<file path="src/hw/rtl/bmff_pkg.sv">
// Shared types, sizes and helpers for the bitmap set/get/find-first core.
// No dependencies; used by the core (also to size its RAM) and the checker.
`default_nettype none

package bmff_pkg;

    // Map geometry
    localparam int MAP_BYTES = 64;
    localparam int BYTE_W    = 8;
    localparam int ADDR_W    = $clog2(MAP_BYTES);
    localparam int POS_W     = $clog2(BYTE_W);
    localparam int CNT_W     = 7;
    localparam int IDX_W     = 9;
    localparam int ACT_W     = 2;
    localparam int TDATA_W   = 16;

    // Requested operation
    typedef enum logic [ACT_W-1:0] {
        ACT_FILL  = 2'd0,
        ACT_WRITE = 2'd1,
        ACT_READ  = 2'd2,
        ACT_FIND  = 2'd3
    } t_action;

    // Control sequencer states
    typedef enum logic [2:0] {
        ST_IDLE,
        ST_FILL,
        ST_RMW,
        ST_FIND,
        ST_DONE
    } t_state;

    // Result of scanning one byte
    typedef struct packed {
        logic             hit;
        logic [POS_W-1:0] pos;
    } t_match;

    // Lowest bit position in a byte that equals the searched value
    function automatic t_match lowest_match(input logic [BYTE_W-1:0] data,
                                            input logic              val);
        t_match m;
        m.hit = 1'b0;
        m.pos = '0;
        for (int j = BYTE_W - 1; j >= 0; j--) begin
            if (data[j] == val) begin
                m.hit = 1'b1;
                m.pos = POS_W'(j);
            end
        end
        return m;
    endfunction

endpackage

`default_nettype wire

</file>
<file path="src/hw/rtl/bitmap_set_get_find_first_core.sv">
// Bitmap core: byte-wide map in a RAM with fill, bit write, bit read and find-first.
// Depends on bmff_pkg and bmff_ram.
//
//  channel   | dir | handshake                      | beat contents
//  ----------+-----+--------------------------------+-----------------------------------
//  s_axis    | in  | s_axis_tvalid / s_axis_tready  | action, bit_index, bit_value
//  m_axis    | out | m_axis_tvalid / m_axis_tready  | accepted, bit_read, first_found,
//            |     |                                | first_index
//  cfg       | in  | i_cfg_we (no wait)             | byte_count
//
// One command at a time. An in-range bit write or read passes RAM read, modify or extract,
// and result; an out-of-range one goes straight to the result. Fill does one RAM write per
// used byte; find does one byte read per cycle behind the RAM, over at most the used bytes.
// Reset is synchronous; a valid bit per byte makes the whole map read as zero at once,
// with no clearing pass. A result waits in the output register, so m_axis stalls only
// hold a finished command once the register is still full.
`default_nettype none

module bitmap_set_get_find_first_core (
    input  wire logic                         i_clk,
    input  wire logic                         i_rst_n,
    // config: byte_count
    input  wire logic                         i_cfg_we,
    input  wire logic [bmff_pkg::CNT_W-1:0]   i_cfg_wdata,
    // command stream
    input  wire logic                         s_axis_tvalid,
    output logic                              s_axis_tready,
    // [1:0] action, [10:2] bit_index, [11] bit_value, [15:12] zero
    input  wire logic [bmff_pkg::TDATA_W-1:0] s_axis_tdata,
    // result stream
    output logic                              m_axis_tvalid,
    input  wire logic                         m_axis_tready,
    // [0] accepted, [1] bit_read, [2] first_found, [11:3] first_index, [15:12] zero
    output logic      [bmff_pkg::TDATA_W-1:0] m_axis_tdata
);

    localparam int BYTE_W = bmff_pkg::BYTE_W;
    localparam int ADDR_W = bmff_pkg::ADDR_W;
    localparam int POS_W  = bmff_pkg::POS_W;
    localparam int CNT_W  = bmff_pkg::CNT_W;
    localparam int IDX_W  = bmff_pkg::IDX_W;
    localparam int ACT_W  = bmff_pkg::ACT_W;

    // State and registers
    bmff_pkg::t_state  r_state, n_state;
    bmff_pkg::t_action r_act;
    logic [IDX_W-1:0]  r_idx;
    logic              r_val;
    logic [CNT_W-1:0]  r_used;
    logic [CNT_W-1:0]  r_cnt;
    logic              r_pend;
    logic [ADDR_W-1:0] r_paddr;
    logic [CNT_W-1:0]  r_byte_count;
    logic [bmff_pkg::MAP_BYTES-1:0] r_valid;

    logic              r_res_acc, r_res_rd, r_res_found;
    logic [IDX_W-1:0]  r_res_first;

    logic              r_out_valid;
    logic              r_out_acc, r_out_rd, r_out_found;
    logic [IDX_W-1:0]  r_out_first;

    // Combinational signals
    logic              s_fire, m_fire;
    bmff_pkg::t_action in_act;
    logic [IDX_W-1:0]  in_idx;
    logic              in_val;
    logic [CNT_W-1:0]  used_now;
    logic              in_range;
    logic              cnt_lt;
    logic              out_load;

    logic              ram_we;
    logic [ADDR_W-1:0] ram_waddr, ram_raddr;
    logic [BYTE_W-1:0] ram_wdata, ram_rdata;

    logic [BYTE_W-1:0] rmw_byte, rmw_mask, rmw_new, scan_byte;
    bmff_pkg::t_match  scan;
    logic              find_hit, find_miss;

    // Unpack the command beat
    assign in_act   = bmff_pkg::t_action'(s_axis_tdata[ACT_W-1:0]);
    assign in_idx   = s_axis_tdata[ACT_W +: IDX_W];
    assign in_val   = s_axis_tdata[ACT_W + IDX_W];
    assign used_now = (r_byte_count > CNT_W'(bmff_pkg::MAP_BYTES)) ?
                      CNT_W'(bmff_pkg::MAP_BYTES) : r_byte_count;
    assign in_range = {1'b0, in_idx[IDX_W-1:POS_W]} < used_now;

    assign s_axis_tready = (r_state == bmff_pkg::ST_IDLE);
    assign s_fire        = s_axis_tvalid & s_axis_tready;
    assign m_fire        = r_out_valid & m_axis_tready;
    assign out_load      = (r_state == bmff_pkg::ST_DONE) & (~r_out_valid | m_axis_tready);
    assign cnt_lt        = r_cnt < r_used;

    // Byte under modify: never-written bytes read as zero
    assign rmw_byte = r_valid[r_idx[IDX_W-1:POS_W]] ? ram_rdata : '0;
    assign rmw_mask = BYTE_W'(1) << r_idx[POS_W-1:0];
    assign rmw_new  = r_val ? (rmw_byte | rmw_mask) : (rmw_byte & ~rmw_mask);

    // Byte under scan
    assign scan_byte = r_valid[r_paddr] ? ram_rdata : '0;
    assign scan      = bmff_pkg::lowest_match(scan_byte, r_val);
    assign find_hit  = r_pend & scan.hit;
    assign find_miss = ~r_pend & ~cnt_lt;

    // Next state
    always_comb begin
        n_state = r_state;
        unique case (r_state)
            bmff_pkg::ST_IDLE: begin
                if (s_fire) begin
                    unique case (in_act)
                        bmff_pkg::ACT_FILL:  n_state = bmff_pkg::ST_FILL;
                        bmff_pkg::ACT_FIND:  n_state = bmff_pkg::ST_FIND;
                        bmff_pkg::ACT_WRITE,
                        bmff_pkg::ACT_READ:  n_state = in_range ? bmff_pkg::ST_RMW
                                                                : bmff_pkg::ST_DONE;
                        default:             n_state = bmff_pkg::ST_IDLE;
                    endcase
                end
            end
            bmff_pkg::ST_FILL: begin
                if (!cnt_lt) n_state = bmff_pkg::ST_DONE;
            end
            bmff_pkg::ST_RMW: begin
                n_state = bmff_pkg::ST_DONE;
            end
            bmff_pkg::ST_FIND: begin
                if (find_hit || find_miss) n_state = bmff_pkg::ST_DONE;
            end
            bmff_pkg::ST_DONE: begin
                if (out_load) n_state = bmff_pkg::ST_IDLE;
            end
            default: n_state = bmff_pkg::ST_IDLE;
        endcase
    end

    // RAM port control
    always_comb begin
        ram_we    = 1'b0;
        ram_waddr = r_cnt[ADDR_W-1:0];
        ram_wdata = {BYTE_W{r_val}};
        ram_raddr = r_cnt[ADDR_W-1:0];
        unique case (r_state)
            bmff_pkg::ST_IDLE: begin
                ram_raddr = in_idx[IDX_W-1:POS_W];
            end
            bmff_pkg::ST_FILL: begin
                ram_we = cnt_lt;
            end
            bmff_pkg::ST_RMW: begin
                ram_we    = (r_act == bmff_pkg::ACT_WRITE);
                ram_waddr = r_idx[IDX_W-1:POS_W];
                ram_wdata = rmw_new;
            end
            bmff_pkg::ST_FIND,
            bmff_pkg::ST_DONE: begin
                ram_we = 1'b0;
            end
            default: ram_we = 1'b0;
        endcase
    end

    bmff_ram #(
        .WIDTH (BYTE_W),
        .DEPTH (bmff_pkg::MAP_BYTES)
    ) u_ram (
        .i_clk   (i_clk),
        .i_we    (ram_we),
        .i_waddr (ram_waddr),
        .i_wdata (ram_wdata),
        .i_raddr (ram_raddr),
        .o_rdata (ram_rdata)
    );

    // Control registers
    always_ff @(posedge i_clk) begin
        if (!i_rst_n) begin
            r_state      <= bmff_pkg::ST_IDLE;
            r_byte_count <= '0;
            r_valid      <= '0;
            r_out_valid  <= 1'b0;
            r_pend       <= 1'b0;
        end else begin
            r_state <= n_state;
            if (i_cfg_we) r_byte_count <= i_cfg_wdata;
            if (ram_we) r_valid[ram_waddr] <= 1'b1;
            r_pend <= (r_state == bmff_pkg::ST_FIND) & cnt_lt;
            if (out_load) begin
                r_out_valid <= 1'b1;
            end else if (m_fire) begin
                r_out_valid <= 1'b0;
            end
        end
    end

    // Command, walk pointer and result registers
    always_ff @(posedge i_clk) begin
        if (s_fire) begin
            r_act       <= in_act;
            r_idx       <= in_idx;
            r_val       <= in_val;
            r_used      <= used_now;
            r_cnt       <= '0;
            r_res_acc   <= (in_act == bmff_pkg::ACT_FILL) || (in_act == bmff_pkg::ACT_FIND);
            r_res_rd    <= 1'b0;
            r_res_found <= 1'b0;
            r_res_first <= '0;
        end else begin
            // Advance the walk while bytes remain
            if (((r_state == bmff_pkg::ST_FILL) || (r_state == bmff_pkg::ST_FIND)) && cnt_lt) begin
                r_cnt <= r_cnt + CNT_W'(1);
            end
            if (r_state == bmff_pkg::ST_RMW) begin
                r_res_acc <= 1'b1;
                r_res_rd  <= (r_act == bmff_pkg::ACT_READ) & rmw_byte[r_idx[POS_W-1:0]];
            end
            if ((r_state == bmff_pkg::ST_FIND) && find_hit) begin
                r_res_found <= 1'b1;
                r_res_first <= {r_paddr, scan.pos};
            end
        end
        r_paddr <= r_cnt[ADDR_W-1:0];
        if (out_load) begin
            r_out_acc   <= r_res_acc;
            r_out_rd    <= r_res_rd;
            r_out_found <= r_res_found;
            r_out_first <= r_res_first;
        end
    end

    // Pack the result beat
    assign m_axis_tvalid = r_out_valid;
    assign m_axis_tdata  = {(bmff_pkg::TDATA_W - IDX_W - 3)'(0),
                            r_out_first, r_out_found, r_out_rd, r_out_acc};

endmodule

`default_nettype wire

</file>
<file path="src/hw/rtl/bmff_ram.sv">
// Generic single-write, single-read synchronous RAM with registered read.
// No dependencies.
`default_nettype none

module bmff_ram #(
    parameter int WIDTH = 8,
    parameter int DEPTH = 64
) (
    input  wire logic                     i_clk,
    input  wire logic                     i_we,
    input  wire logic [$clog2(DEPTH)-1:0] i_waddr,
    input  wire logic [WIDTH-1:0]         i_wdata,
    input  wire logic [$clog2(DEPTH)-1:0] i_raddr,
    output logic      [WIDTH-1:0]         o_rdata
);

    logic [WIDTH-1:0] r_mem [DEPTH];

    // Write port and registered read port
    always_ff @(posedge i_clk) begin
        if (i_we) begin
            r_mem[i_waddr] <= i_wdata;
        end
        o_rdata <= r_mem[i_raddr];
    end

endmodule

`default_nettype wire

</file>
<file path="config.mk">
export PLATFORM = sky130hd
export DESIGN_NAME = bitmap_set_get_find_first_core
export DESIGN_NICKNAME = d
export VERILOG_FILES = /design/src/hw/rtl/bmff_pkg.sv /design/src/hw/rtl/bitmap_set_get_find_first_core.sv /design/src/hw/rtl/bmff_ram.sv
export SDC_FILE = /design/constraint.sdc
export NUM_CORES = 1
export LEC_CHECK = 0
export BUFFER_PORTS_ARGS = -buffer_cell sky130_fd_sc_hd__buf_2
export CORE_MARGIN = 5
export CORE_UTILIZATION = 50
export CTS_BUF_LIST = sky130_fd_sc_hd__clkbuf_4
export CTS_CLUSTER_SIZE = 20
export DETAILED_ROUTE_END_ITERATION = 16
export PLACE_DENSITY_LB_ADDON = 0.2
export SLEW_MARGIN = 20
export SYNTH_ARGS = -nofsm -noshare
export SYNTH_HDL_FRONTEND = slang
export SYNTH_SLANG_ARGS = --single-unit
</file>
<file path="constraint.sdc">
create_clock -name i_clk -period 13.9 [get_ports i_clk]
set_clock_uncertainty 0.1 [all_clocks]
set_input_delay 0.695 -clock i_clk [delete_from_list [all_inputs] [get_ports i_clk]]
set_output_delay 0.695 -clock i_clk [all_outputs]
set_load 0.05 [all_outputs]
</file>
=== Yosys cells after proc, flatten, opt, wreduce, memory -nomap -nowiden ===
Memory sizes are Yosys's and may differ from the RTL's. A register that Yosys moved wholly into a read port is not among the register bits.
Cells that the tools add are included.

* Reductions and logical operators: 12
* $add $sub $neg: 1
* Shift operators: 1
* Multipliers: 0
* Div/mod/pow operators: 0
* Mux-type cells: 37
* $lt $le $gt $ge: 8
* Bitwise logic cells: 15
* Equal/unequal tests: 21

{| class="wikitable"
|+ Operators with widths
! operator !! number
|-
| $or A64 B64 Y64 || 1
|-
| $mux W4 || 8
|-
| $mux W8 || 4
|-
| $lt A6 B7 Y1 const B || 3
|-
| $mux W3 || 5
|-
| $pmux W3 S5 || 1
|-
| $bmux W1 S6 || 2
|-
| $mux W6 || 2
|-
| $mux W1 || 10
|-
| $pmux W3 S3 || 1
|-
| $and A8 B8 Y8 || 1
|-
| $eq A1 B1 Y1 || 8
|-
| $not A8 Y8 || 1
|-
| $or A8 B8 Y8 || 1
|-
| $shl A1 B3 Y8 const A || 1
|-
| $add A7 B1 Y7 const B || 1
|-
| $and A1 B1 Y1 || 7
|-
| $gt A7 B7 Y1 const B || 1
|-
| $lt A6 B7 Y1 || 1
|-
| $lt A7 B7 Y1 || 1
|-
| $mux W7 || 1
|-
| $demux W1 S6 || 1
|-
| $eq A2 B2 Y1 const B || 3
|-
| $eq A3 B2 Y1 const B || 2
|-
| 18 further kinds || 28
|}

* Logic and storage cells: 115
* ROM bits: 0
* Bits in writable memories: 512
* Output and inout bits: 18
* Register bits after elaboration: 132
* Bits in latches: 0
* Memories kept: 1

{| class="wikitable"
|+ Memory list
! name !! words !! bits a word !! read ports !! clocked after memory_dff !! wr ports !! RTL line !! RTL
|-
| u_ram.r_mem || 64 || 8 || 1 || 1 || 1 || bmff_ram.sv:17 || <nowiki>logic [WIDTH-1:0] r_mem [DEPTH];</nowiki>
|}

=== Longest topological paths before layout ===
Gate-level depths: netlist of the first run.

* Word-level depth: 16
* Mapped depth: 12
* Gate-level depth less buffers: 9

=== By module ===
Synthesis of the first run repeated with hierarchy kept, for this count alone.

* Cells, all modules: 1601
* Area total of the unflattened synthesis: 26828.2 um^2

{| class="wikitable"
|+ Modules (own cells, without submodules)
! module !! cells each !! area an instance (um^2) !! times used
|-
| bmff_ram || 940 || 20166.8 || 1
|-
| bitmap_set_get_find_first_core || 661 || 6661.4 || 1
|}

=== Worst setup path after synthesis of the first run ===
OpenSTA, ideal clock, no wires.

* Kind: reg2reg
* Start: reg r_idx[4]
* End: mem u_ram.r_mem[0][2] (data pin)
* Path buffers: 2
* Library setup time: 0.907 ns
* Cell stages (with the launch flop): 9
* Required time: 12.893 ns
* Arrival time: 5.648 ns
* Slack: 7.245 ns
* Cell sequence: edfxtp_1 > clkbuf_1 > clkbuf_1 > mux4_2 > mux2i_1 > mux4_2 > nand2_1 > nand2_1 > o41ai_1

* Longest elaborated chain between the ends: 6
* Elaborated cells between the ends (all ways): 7
* Classes of those cells: mux (5); bitwise (2)

{| class="wikitable"
|+ RTL lines
! what !! RTL line !! RTL
|-
| start: declaration || bitmap_set_get_find_first_core.sv:47 || <nowiki>logic [IDX_W-1:0] r_idx;</nowiki>
|-
| start signal: assignment || bitmap_set_get_find_first_core.sv:201 || <nowiki>r_idx <= in_idx;</nowiki>
|-
| $bmux W1 S6 * || bitmap_set_get_find_first_core.sv:96 || <nowiki>assign rmw_byte = r_valid[r_idx[IDX_W-1:POS_W]] ? ram_rdata : '0;</nowiki>
|-
| $mux W1 (not written as such) * || bitmap_set_get_find_first_core.sv:96 ||
|-
| $mux W8 * || bitmap_set_get_find_first_core.sv:96 ||
|-
| $and A8 B8 Y8 / $or A8 B8 Y8 (equally long branches) || bitmap_set_get_find_first_core.sv:98 || <nowiki>assign rmw_new = r_val ? (rmw_byte | rmw_mask) : (rmw_byte & ~rmw_mask);</nowiki>
|-
| $mux W8 * || bitmap_set_get_find_first_core.sv:98 ||
|-
| $mux W8 * || bitmap_set_get_find_first_core.sv:144 || <nowiki>unique case (r_state)</nowiki>
|-
| via ram_wdata[2] || bitmap_set_get_find_first_core.sv:75 || <nowiki>logic [BYTE_W-1:0] ram_wdata, ram_rdata;</nowiki>
|-
| end: declaration || bmff_ram.sv:17 ||
|}

The timed path passes the listed nets; every way through them passes the cells marked *. The select of a mux whose other input is x is not followed.

=== Worst setup path in the final report of the first run ===
* Start: reg r_state[2]
* End: reg u_ram.o_rdata[5] (read register of u_ram.r_mem)

* Longest elaborated chain between the ends: 2

{| class="wikitable"
|+ RTL lines
! what !! RTL line !! RTL
|-
| start: declaration || bitmap_set_get_find_first_core.sv:45 || <nowiki>bmff_pkg::t_state r_state, n_state;</nowiki>
|-
| start signal: assignment || bitmap_set_get_find_first_core.sv:179 || <nowiki>r_state <= bmff_pkg::ST_IDLE;</nowiki>
|-
| start signal: assignment || bitmap_set_get_find_first_core.sv:185 || <nowiki>r_state <= n_state;</nowiki>
|-
| $logic_not A3 Y1 || bitmap_set_get_find_first_core.sv:144 ||
|-
| $mux W6 || bitmap_set_get_find_first_core.sv:144 ||
|-
| end: declaration || bmff_ram.sv:14 || <nowiki>output logic [WIDTH-1:0] o_rdata</nowiki>
|}

No other way between the ends.
A chain may end at the register's enable or synchronous reset.

==> out/qor.txt, run 1 <==
status -> completed
Reg clk slew, reported paths -> 0.08 ns
Top-Level Pins -> 46
width of the chip -> 241 um
Register Area -> 18500 sq um
Rows -> 84
Synth area leader -> edfxtp_1
HPWL after DPL -> 37300 um
pins over their slew limit -> 0
Fin Setup TNS -> 0 ns
Initial DRT Pass Iterations -> 5
Placer Congestion -> 0.905
Critical Path Max Stage Delay -> 0.75 ns
Main synth FF type -> edfxtp_1
Avg Inst Size Synth -> 16.5 sq um
Total Wirelength -> 62100 um
Max-cap violations -> 0
Worst setup EP type -> flop
worst vdd ir -> 0.000117 V
share of cells above drive strength 1 -> 0.300
Setup Viol. Count Final -> 0
fin util -> 0.583
Synthesis Warnings -> 0
Tot GR Track Use -> 0.219
vias in the first global route -> 15900
RSZ-0062 raised after global routing -> no
share of the synthesized area in the top cell type -> 0.612
H-tree depth -> 4
CTS resizes -> 0
final instance area -> 30700 sq um
Die Y-Extent -> 241 um
Initial Utilization -> 0.506
CTS buffer count -> 166
Slowest-stage cell, CP -> buf_4
minimum clock period -> 4.81 ns
Synth area leaders -> edfxtp_1 61%, mux4_2 13%, dfxtp_1 8.1%
largest net degree at the start of global routing -> 92
crit path DAT -> 5.61 ns
TritonCTS clock tree -> yes
initial antenna violation count -> 3
Worst Path Required -> 14.70 ns
Worst Max-Slew Pin Slew -> 1.06 ns
Starting DRT DRC Count -> 1089
grt total ovfl -> 0
Fillers -> 4061
Power per Cell Area -> 170 nW/um^2
HP Start -> i_rst_n
worst reg2reg path endpoint -> u_ram.o_rdata[5]
Worst path top cell family by delay -> buffers and inverters
final worst slack -> 9.09 ns
die area -> 58100 sq um
Residual DRC -> 0
drt wl/cell -> 23.7 um
Hold Crit Endpoint -> r_valid[53]
CP startpoint kind -> flop
vias -> 15400
pre-CTS WS -> 8.70 ns
Max Clk Rate -> 208 MHz
WS Path Type -> reg2reg
synthesized instance count -> 1617
Final nets -> 1849
global-route wire length before repair -> 94800 um
Async S/R FF share, synth -> 0
final hold violations -> 0
flop and latch count out of synthesis -> 652
period utilisation layout -> 0.346
core area -> 52800 sq um
clock buffer depth -> 3
leading cell type in the layout, fill and taps excluded -> edfxtp_1
Rel. slew slack -> 0.292
synthesis-to-finish area growth -> 15.2%
placed inst area -> 28200 sq um
clk_lat worst skew -> 1.03 ns
commonest non-fill, non-tap cells in the layout -> 544 x edfxtp_1, 242 x clkbuf_4, 192 x nand2_1
Mapped Area -> 26700 sq um
Pleak -> 10.4 nW
origin of the critical flop-to-flop path -> r_state[2]
Clock Sinks -> 652
Worst Hold Class -> in2reg
Register-to-Register Setup Slack -> 9.09 ns
EDFF count, synth -> 544
area of the multi-input gates -> 8150 sq um
hold depth -> 4
Netlist cell types -> 65
Final ANT Viol Nets -> 0
port bufs -> 37
buffer and inverter count on the worst path -> 3
register area share after synthesis -> 0.693
Worst Reg-to-Reg Cells -> 11
Worst Path Max Fanout -> 91
Root Buffer -> clkbuf_4
vias per inst -> 5.87
worst-path cell chain -> nor3_2 > buf_4 > mux2i_4 > buf_12 > buf_4 > mux4_2 > nand2_1 > nand2_1 > o21ai_0 > o22ai_1 > a221o_1
report_power, final:
group | switching [mW] | leakage (nW) | internal (mW)
Sequential | 0.0776 | 5.79 | 2.25
Combinational | 0.775 | 3.31 | 0.468
Clock | 0.759 | 1.28 | 0.907
what timing repair did:
action                                 in CTS  in global routing
endpoints found under the hold margin      24                  0
buffers inserted                            0                  0
hold buffers                               28                  0
sequential cells by signal, indices dropped and copies added (netlist names), 7 cells and up:
signal / flops
r_valid: 64
r_idx: 9
r_res_first: 9
u_ram.o_rdata: 8
u_ram.r_mem: 512
r_used: 7
r_cnt: 7
r_byte_count: 7
r_out_first: 9
routing by layer:
metal  global-route usage  up-vias  wire [um]
met5                    0        -         13
li1                     -     6920          -
met4               0.0822        2       1540
met1                0.291     7884      25600
met3               0.0573      114       3950
met2                0.353      486      31000
worst max-delay path by stage:
| stage | from | end | slack (ns) | cells after the start |
|---|---|---|---|---|
| after floorplan | r_idx[4] | u_ram.r_mem[0][2] | 7.25 | 8 |
| after global placement | r_state[2] | u_ram.o_rdata[5] | 8.80 | 11 |
| after detailed placement | r_state[2] | u_ram.o_rdata[5] | 8.70 | 11 |
| after CTS | r_state[2] | u_ram.o_rdata[5] | 8.69 | 11 |
| after global routing | r_state[2] | u_ram.o_rdata[5] | 8.74 | 11 |
| final | r_state[2] | u_ram.o_rdata[5] | 9.09 | 11 |
cells in the mapped netlist (4+ instances only):
cell      number
mux4_1         8
buf_2         17
o31ai_1        8
buf_1         14
inv_1         30
a21o_1         5
a31oi_1       19
buf_6          5
xnor2_1        5
edfxtp_1     544
mux4_2       149
buf_4         12
a221o_1        8
mux2i_1       40
nand3b_1       8
clkbuf_1      50
dfxtp_1      108
nor4_1        53
mux2_2         4
and2_1        18
ha_1          14
o21ai_0       43
nor2b_1       10
a211oi_1      17
nor2_1        53
nand2_1      192
nand4_1        9
nand3_1       32
a22oi_1        4
o22ai_1       11
a21oi_1       19
nor3_1         8
o21a_1        49
nand2b_1       8
worst min-delay path, delay by kind of cell:
kind / cells / cell delay, ns
buffers and inverters: 2 / 0.41
and+or+nand+nor: 1 / 0.16
AOI/OAI and AO/OA: 1 / 0.05
cells by family (layout without fill, tap and decap cells):
family                   after synthesis  count (layout)  share of synthesized area
AO/OA/AOI/OAI                        205             205                     0.0524
XOR/XNOR                               6               6                    0.00197
adder cells (fa/ha/maj)               14              14                    0.00656
buffers and inverters                134             440                     0.0246
flip-flops                           652             652                      0.693
multiplexers                         201             201                      0.150
other                                  1              13                   0.000141
AND/OR/NAND/NOR                      404             404                     0.0708
stage by stage:
step,cells,power [mW],hold WS [ns]
final,2623,5.24,0.265
after global routing,2619,5.49,0.233
after CTS,2612,5.28,0.218
after detailed placement,2297,3.60,0.321
after global placement,2297,3.58,0.315
after floorplan,1620,3.20,0.253
area by class of cell:
cell class / count / area share
diodes: 9 / 0.000733
clock buffers: 242 / 0.0591
clock inverters: 45 / 0.0112
inverters: 32 / 0.00391
multi-input cells: 834 / 0.265
flip-flops and latches: 652 / 0.602
well taps: 688 / 0.0280
repair buffers: 121 / 0.0298
(Power assumes the default switching activity.)
==> inputs of run 2 (changes only) <==
==> constraint.sdc (replaced) <==
create_clock -name i_clk -period 4.4 [get_ports i_clk]
set_clock_uncertainty 0.1 [all_clocks]
set_input_delay 0.22 -clock i_clk [delete_from_list [all_inputs] [get_ports i_clk]]
set_output_delay 0.22 -clock i_clk [all_outputs]
set_load 0.05 [all_outputs]
==> run 2 against run 1 <==
  * Clock-buffer cell count rose by 9
  * Non-clock buffer count rose by 69
  * Critical path depth down 1
  * Critical path type unchanged
==> out/qor.txt, run 2 (synthesis gave the netlist of run 1 again) <==
Power per Cell Area -> 532 nW/um^2 (was 170 nW/um^2)
pre-CTS WS -> 0.720 ns (was 8.70 ns)
commonest non-fill, non-tap cells in the layout -> 544 x edfxtp_1, 251 x clkbuf_4, 192 x nand2_1 (was 544 x edfxtp_1, 242 x clkbuf_4, 192 x nand2_1)
Tot GR Track Use -> 0.226 (was 0.219)
setup bufs post-CTS -> 0 (unchanged)
Worst Hold Class -> in2reg (unchanged)
WHS -> 0.124 ns (was 0.265 ns)
Final nets -> 1918 (was 1849)
Die Y-Extent -> 241 um (unchanged)
Setup Viol. Count Final -> 0 (unchanged)
global-route wire length before repair -> 98000 um (was 94800 um)
clock buffer depth -> 3 (unchanged)
initial antenna violation count -> 3 (unchanged)
core area -> 52800 sq um (unchanged)
Residual DRC -> 0 (unchanged)
HPWL after DPL -> 38700 um (was 37300 um)
width of the chip -> 241 um (unchanged)
Final ANT Viol Nets -> 0 (unchanged)
pins over their slew limit -> 0 (unchanged)
placed inst area -> 28500 sq um (was 28200 sq um)
grt total ovfl -> 0 (unchanged)
Rows -> 84 (unchanged)
Worst setup EP type -> flop (unchanged)
final hold violations -> 0 (unchanged)
Max Clk Rate -> 249 MHz (was 208 MHz)
leading cell type in the layout, fill and taps excluded -> edfxtp_1 (unchanged)
share of cells above drive strength 1 -> 0.310 (was 0.300)
vias in the first global route -> 16200 (was 15900)
Worst Path Required -> 5.20 ns (was 14.70 ns)
drt wl/cell -> 23.7 um (about the same)
CTS resizes -> 0 (unchanged)
Worst Max-Slew Pin Slew -> 1.06 ns (about the same)
final worst slack -> 0.389 ns (was 9.09 ns)
Pwr Total -> 16.6 mW (was 5.24 mW)
area of the multi-input gates -> 8030 sq um (was 8150 sq um)
Fillers -> 4051 (was 4061)
Root Buffer -> clkbuf_4 (unchanged)
Fin Setup TNS -> 0 ns (unchanged)
clk_lat worst skew -> 0.98 ns (was 1.03 ns)
TritonCTS clock tree -> yes (unchanged)
Final Non-Filler Cells -> 2702 (was 2623)
Biggest register -> u_ram.r_mem (unchanged)
Starting DRT DRC Count -> 1433 (was 1089)
fin util -> 0.592 (was 0.583)
Top Registers -> u_ram.r_mem (512), r_valid (64) (unchanged)
die area -> 58100 sq um (unchanged)
RSZ-0062 raised after global routing -> no (unchanged)
max FFs per register -> 512 (unchanged)
Initial Utilization -> 0.506 (unchanged)
Reg clk slew, reported paths -> 0.07 ns (was 0.08 ns)
synthesis-to-finish area growth -> 17.1% (was 15.2%)
Max-cap violations -> 0 (unchanged)
minimum clock period -> 4.01 ns (was 4.81 ns)
worst vdd ir -> 0.000365 V (was 0.000117 V)
DP Cell Count -> 2342 (was 2297)
CP startpoint kind -> flop (unchanged)
Total Wirelength -> 64100 um (was 62100 um)
hold_buf cts -> 54 (was 28)
Pleak -> 10.7 nW (was 10.4 nW)
port bufs -> 37 (unchanged)
Placer Congestion -> 0.953 (was 0.905)
status -> completed (unchanged)
CTS buffer count -> 166 (unchanged)
crit path DAT -> 4.81 ns (was 5.61 ns)
vias -> 15900 (was 15400)
Rel. slew slack -> 0.293 (was 0.292)
WS Path Type -> reg2reg (unchanged)
Top-Level Pins -> 46 (unchanged)
H-tree depth -> 4 (unchanged)
Clock Sinks -> 652 (unchanged)
final instance area -> 31300 sq um (was 30700 sq um)
Worst Path Max Fanout -> 8 (was 91)
Initial DRT Pass Iterations -> 7 (was 5)
vias per inst -> 5.89 (was 5.87)
period utilisation layout -> 0.912 (was 0.346)
Register Area -> 18500 sq um (unchanged)
largest net degree at the start of global routing -> 65 (was 92)
run 2: changes by cell type in the layout (fill, tap and decap cells not counted), sizes merged, moves of 3 or more:
cell	delta
clkinv	+9
diode	-3
dlygate4sd3	+26
clkbuf	+9
buf	+43
run 2: per-layer routing:
layer	vias to the layer above	share of wire	track usage
met5	-	0.00020	0
met4	2	0.023	0.0795
met3	109	0.064	0.0526
met2	580	0.49	0.364
met1	8161	0.42	0.308
li1	7056	-	-
run 2: worst paths after layout:
kind	from	end	slack [ns]	depth (start not counted)
setup / recovery	r_paddr[0]	r_state[2]	0.39	10
hold / removal	i_cfg_we	r_byte_count[3]	0.12	4
setup reg to reg	r_paddr[0]	r_state[2]	0.39	10
hold reg to reg	r_res_rd	r_out_rd	0.33	0
run 2: worst max-delay path, cell delays in order, from the launching register on:
cell	delay, ns
dfxtp_1	0.82
buf_4	0.28
mux4_1	0.58
mux2i_1	0.16
a221oi_1	0.11
a32oi_2	0.40
or3_1	0.21
nand3_1	0.11
a31o_1	0.26
o41ai_1	0.33
dlygate4sd3_1	0.59
run 2: layout make-up:
cell class                      count  area share
Sequential cell                   652       0.592
Multi-Input combinational cell    834       0.257
Clock buffer                      251      0.0603
Timing Repair Buffer              190      0.0498
Tap cell                          688      0.0275
Clock inverter                     49     0.00949
Inverter                           32     0.00384
Antenna cell                        6    0.000480
run 2: power by group:
part / leakage (nW) / switching [mW] / internal, mW
logic: 3.66 / 2.52 / 1.57
registers: 5.79 / 0.215 / 7.12
clock network: 1.30 / 2.37 / 2.83
total: 10.7 / 5.10 / 11.5
==> inputs of run 3 (changes only) <==
--- a/config.mk
+++ b/config.mk
@@ -7,7 +7,7 @@
 export LEC_CHECK = 0
 export BUFFER_PORTS_ARGS = -buffer_cell sky130_fd_sc_hd__buf_2
 export CORE_MARGIN = 5
-export CORE_UTILIZATION = 50
+export CORE_UTILIZATION = 30
 export CTS_BUF_LIST = sky130_fd_sc_hd__clkbuf_4
 export CTS_CLUSTER_SIZE = 20
 export DETAILED_ROUTE_END_ITERATION = 16
==> run 3 against run 2 <==
  * Register-to-register slack lost 0.04 ns
  * Sequential power is essentially flat
  * Setup slack lost 0.035 ns
  * Via count shrank 0.18%
  * Die area grew 64%
  * Flip-flop and latch count is the same
  * Wire length grew 13%
  * Non-clock buffer count grew 27
  * Critical path type unchanged
  * Largest power group unchanged
==> out/qor.txt, run 3 (synthesis gave the netlist of run 1 again) <==
CP startpoint kind -> flop (unchanged)
Sw Share -> 0.314 (was 0.307)
minimum clock period -> 4.05 ns (was 4.01 ns)
core area -> 88400 sq um (was 52800 sq um)
Pwr Total -> 17.2 mW (was 16.6 mW)
fin util -> 0.365 (was 0.592)
Fillers -> 8430 (was 4051)
net switching power -> 5.41 mW (was 5.10 mW)
TritonCTS clock tree -> yes (unchanged)
Max Clk Rate -> 247 MHz (was 249 MHz)
combinational share of power -> 0.256 (was 0.246)
drt wl/cell -> 22.5 um (was 23.7 um)
max FFs per register -> 512 (unchanged)
Reg clk slew, reported paths -> 0.07 ns (about the same)
final instance area -> 32200 sq um (was 31300 sq um)
period utilisation layout -> 0.920 (was 0.912)
pins over their slew limit -> 0 (unchanged)
clock buffer depth -> 3 (unchanged)
Initial DRT Pass Iterations -> 5 (was 7)
CTS buffer count -> 176 (was 166)
port bufs -> 37 (unchanged)
Residual DRC -> 0 (unchanged)
crit path DAT -> 4.89 ns (was 4.81 ns)
Rows -> 109 (was 84)
global-route wire length before repair -> 107000 um (was 98000 um)
Die Y-Extent -> 308 um (was 241 um)
Biggest register -> u_ram.r_mem (unchanged)
commonest non-fill, non-tap cells in the layout -> 544 x edfxtp_1, 268 x clkbuf_4, 192 x nand2_1 (was 544 x edfxtp_1, 251 x clkbuf_4, 192 x nand2_1)
DP Cell Count -> 2842 (was 2342)
Starting DRT DRC Count -> 1293 (was 1433)
share of cells above drive strength 1 -> 0.327 (was 0.310)
clk_lat worst skew -> 1.00 ns (was 0.98 ns)
cell internal pwr -> 11.8 mW (was 11.5 mW)
Max-cap violations -> 0 (unchanged)
Pleak -> 11.0 nW (was 10.7 nW)
Reg power frac -> 0.425 (was 0.441)
Worst Max-Slew Pin Slew -> 0.977 ns (was 1.06 ns)
Placer Congestion -> 0.862 (was 0.953)
grt total ovfl -> 0 (unchanged)
Clk pwr share -> 0.319 (was 0.313)
Top Registers -> u_ram.r_mem (512), r_valid (64) (unchanged)
buffer and inverter count on the worst path -> 1 (was 2)
worst vdd ir -> 0.000229 V (was 0.000365 V)
Top-Level Pins -> 46 (unchanged)
largest net degree at the start of global routing -> 65 (unchanged)
final hold violations -> 0 (unchanged)
initial antenna violation count -> 5 (was 3)
CTS resizes -> 0 (unchanged)
Fin Setup TNS -> 0 ns (unchanged)
leading cell type in the layout, fill and taps excluded -> edfxtp_1 (unchanged)
Root Buffer -> clkbuf_4 (unchanged)
placed inst area -> 29300 sq um (was 28500 sq um)
vias per inst -> 4.94 (was 5.89)
status -> completed (unchanged)
synthesis-to-finish area growth -> 20.8% (was 17.1%)
Worst setup EP type -> flop (unchanged)
Worst Path Max Fanout -> 10 (was 8)
worst-path cell chain -> mux4_2 > mux2i_1 > nand3b_1 > a32oi_2 > or3_1 > nand3_1 > a31o_1 > o41ai_1 > dlygate4sd3_1 (was buf_4 > mux4_1 > mux2i_1 > a221oi_1 > a32oi_2 > or3_1 > nand3_1 > a31o_1 > o41ai_1 > dlygate4sd3_1)
Worst Path Required -> 5.24 ns (was 5.20 ns)
Worst Hold Class -> in2reg (unchanged)
Final Non-Filler Cells -> 3216 (was 2702)
Total Wirelength -> 72200 um (was 64100 um)
Setup Viol. Count Final -> 0 (unchanged)
Initial Utilization -> 0.302 (was 0.506)
Clock Sinks -> 652 (unchanged)
Final ANT Viol Nets -> 0 (unchanged)
Rel. slew slack -> 0.349 (was 0.293)
vias in the first global route -> 16900 (was 16200)
WS Path Type -> reg2reg (unchanged)
vias -> 15900 (about the same)
die area -> 95000 sq um (was 58100 sq um)
H-tree depth -> 4 (unchanged)
Power per Cell Area -> 534 nW/um^2 (was 532 nW/um^2)
Tot GR Track Use -> 0.152 (was 0.226)
Worst path top cell family by delay -> compound AO/OA/AOI/OAI gates (unchanged)
Critical Path Max Stage Delay -> 0.92 ns (was 0.82 ns)
RSZ-0062 raised after global routing -> no (unchanged)
HPWL after DPL -> 45100 um (was 38700 um)
Slowest-stage cell, CP -> dfxtp_1 (unchanged)
width of the chip -> 308 um (was 241 um)
Final nets -> 1955 (was 1918)
-- run 3: cell count changes in the layout (fill, tap and decap cells not counted), sizes merged --
cell         delta
clkbuf         +17
clkinv          -9
clkinvlp        +1
inv             +1
dlygate4sd3     +4
buf            +23
-- run 3: metrics by stage --
stage / hold slack [ns] / setup slack [ns]
2_1_floorplan: 0.219 / -0.0246
3_3_place_gp: 0.309 / 0.728
3_5_place_dp: 0.302 / 0.660
4_1_cts: 0.0681 / 0.258
5_1_grt: 0.149 / 0.0901
6_report: 0.203 / 0.354
-- run 3: final cells by class --
cell class	count	area [sq um]	area share
flip-flops and latches	652	18500	0.574
multi-input cells	834	8030	0.249
clock buffers	268	2010	0.0624
repair buffers	217	1810	0.0560
well taps	1165	1460	0.0452
clock inverters	42	295	0.00916
inverters	32	120	0.00373
diodes	6	15.0	0.000466
-- run 3: worst paths after layout --
kind                                       from             end  slack [ns]  cells past startpoint
worst max-delay path                 r_paddr[0]      r_state[2]        0.35                      9
worst min-delay path            s_axis_tdata[1]      r_state[1]        0.20                      7
worst max register to register       r_paddr[0]      r_state[2]        0.35                      9
worst min register to register   r_res_first[2]  r_out_first[2]        0.33                      0
-- run 3: worst reg2reg max path, delay by kind of cell (launching register included) --
kind	cells	cell delay, ns
buf+inv	1	0.58
compound gates	3	1.01
simple gates	3	0.48
mux	2	0.91
flops	1	0.92
-- run 3: power groups by stage --
| stage | clock [mW] | sequential (mW) | combinational [mW] |
|---|---|---|---|
| 2_1_floorplan | 0 | 7.39 | 2.72 |
| 6_report | 5.50 | 7.32 | 4.40 |
| 3_5_place_dp | 0 | 7.44 | 4.40 |
| 3_3_place_gp | 0 | 7.44 | 4.38 |
| 4_1_cts | 5.72 | 7.31 | 4.46 |
| 5_1_grt | 6.05 | 7.33 | 4.71 |
-- run 3: metal layers --
metal,part of all wire,vias up,global-route usage
li1,-,7127,-
met1,0.44,8172,0.199
met2,0.48,465,0.246
met3,0.053,113,0.0350
met4,0.026,2,0.0627
met5,0.00018,-,0
-- run 3: timing repair --
item | in CTS | in global routing
hold buffers | 58 | 0
buffers inserted | 0 | 0
hold endpoints to repair | 114 | 0
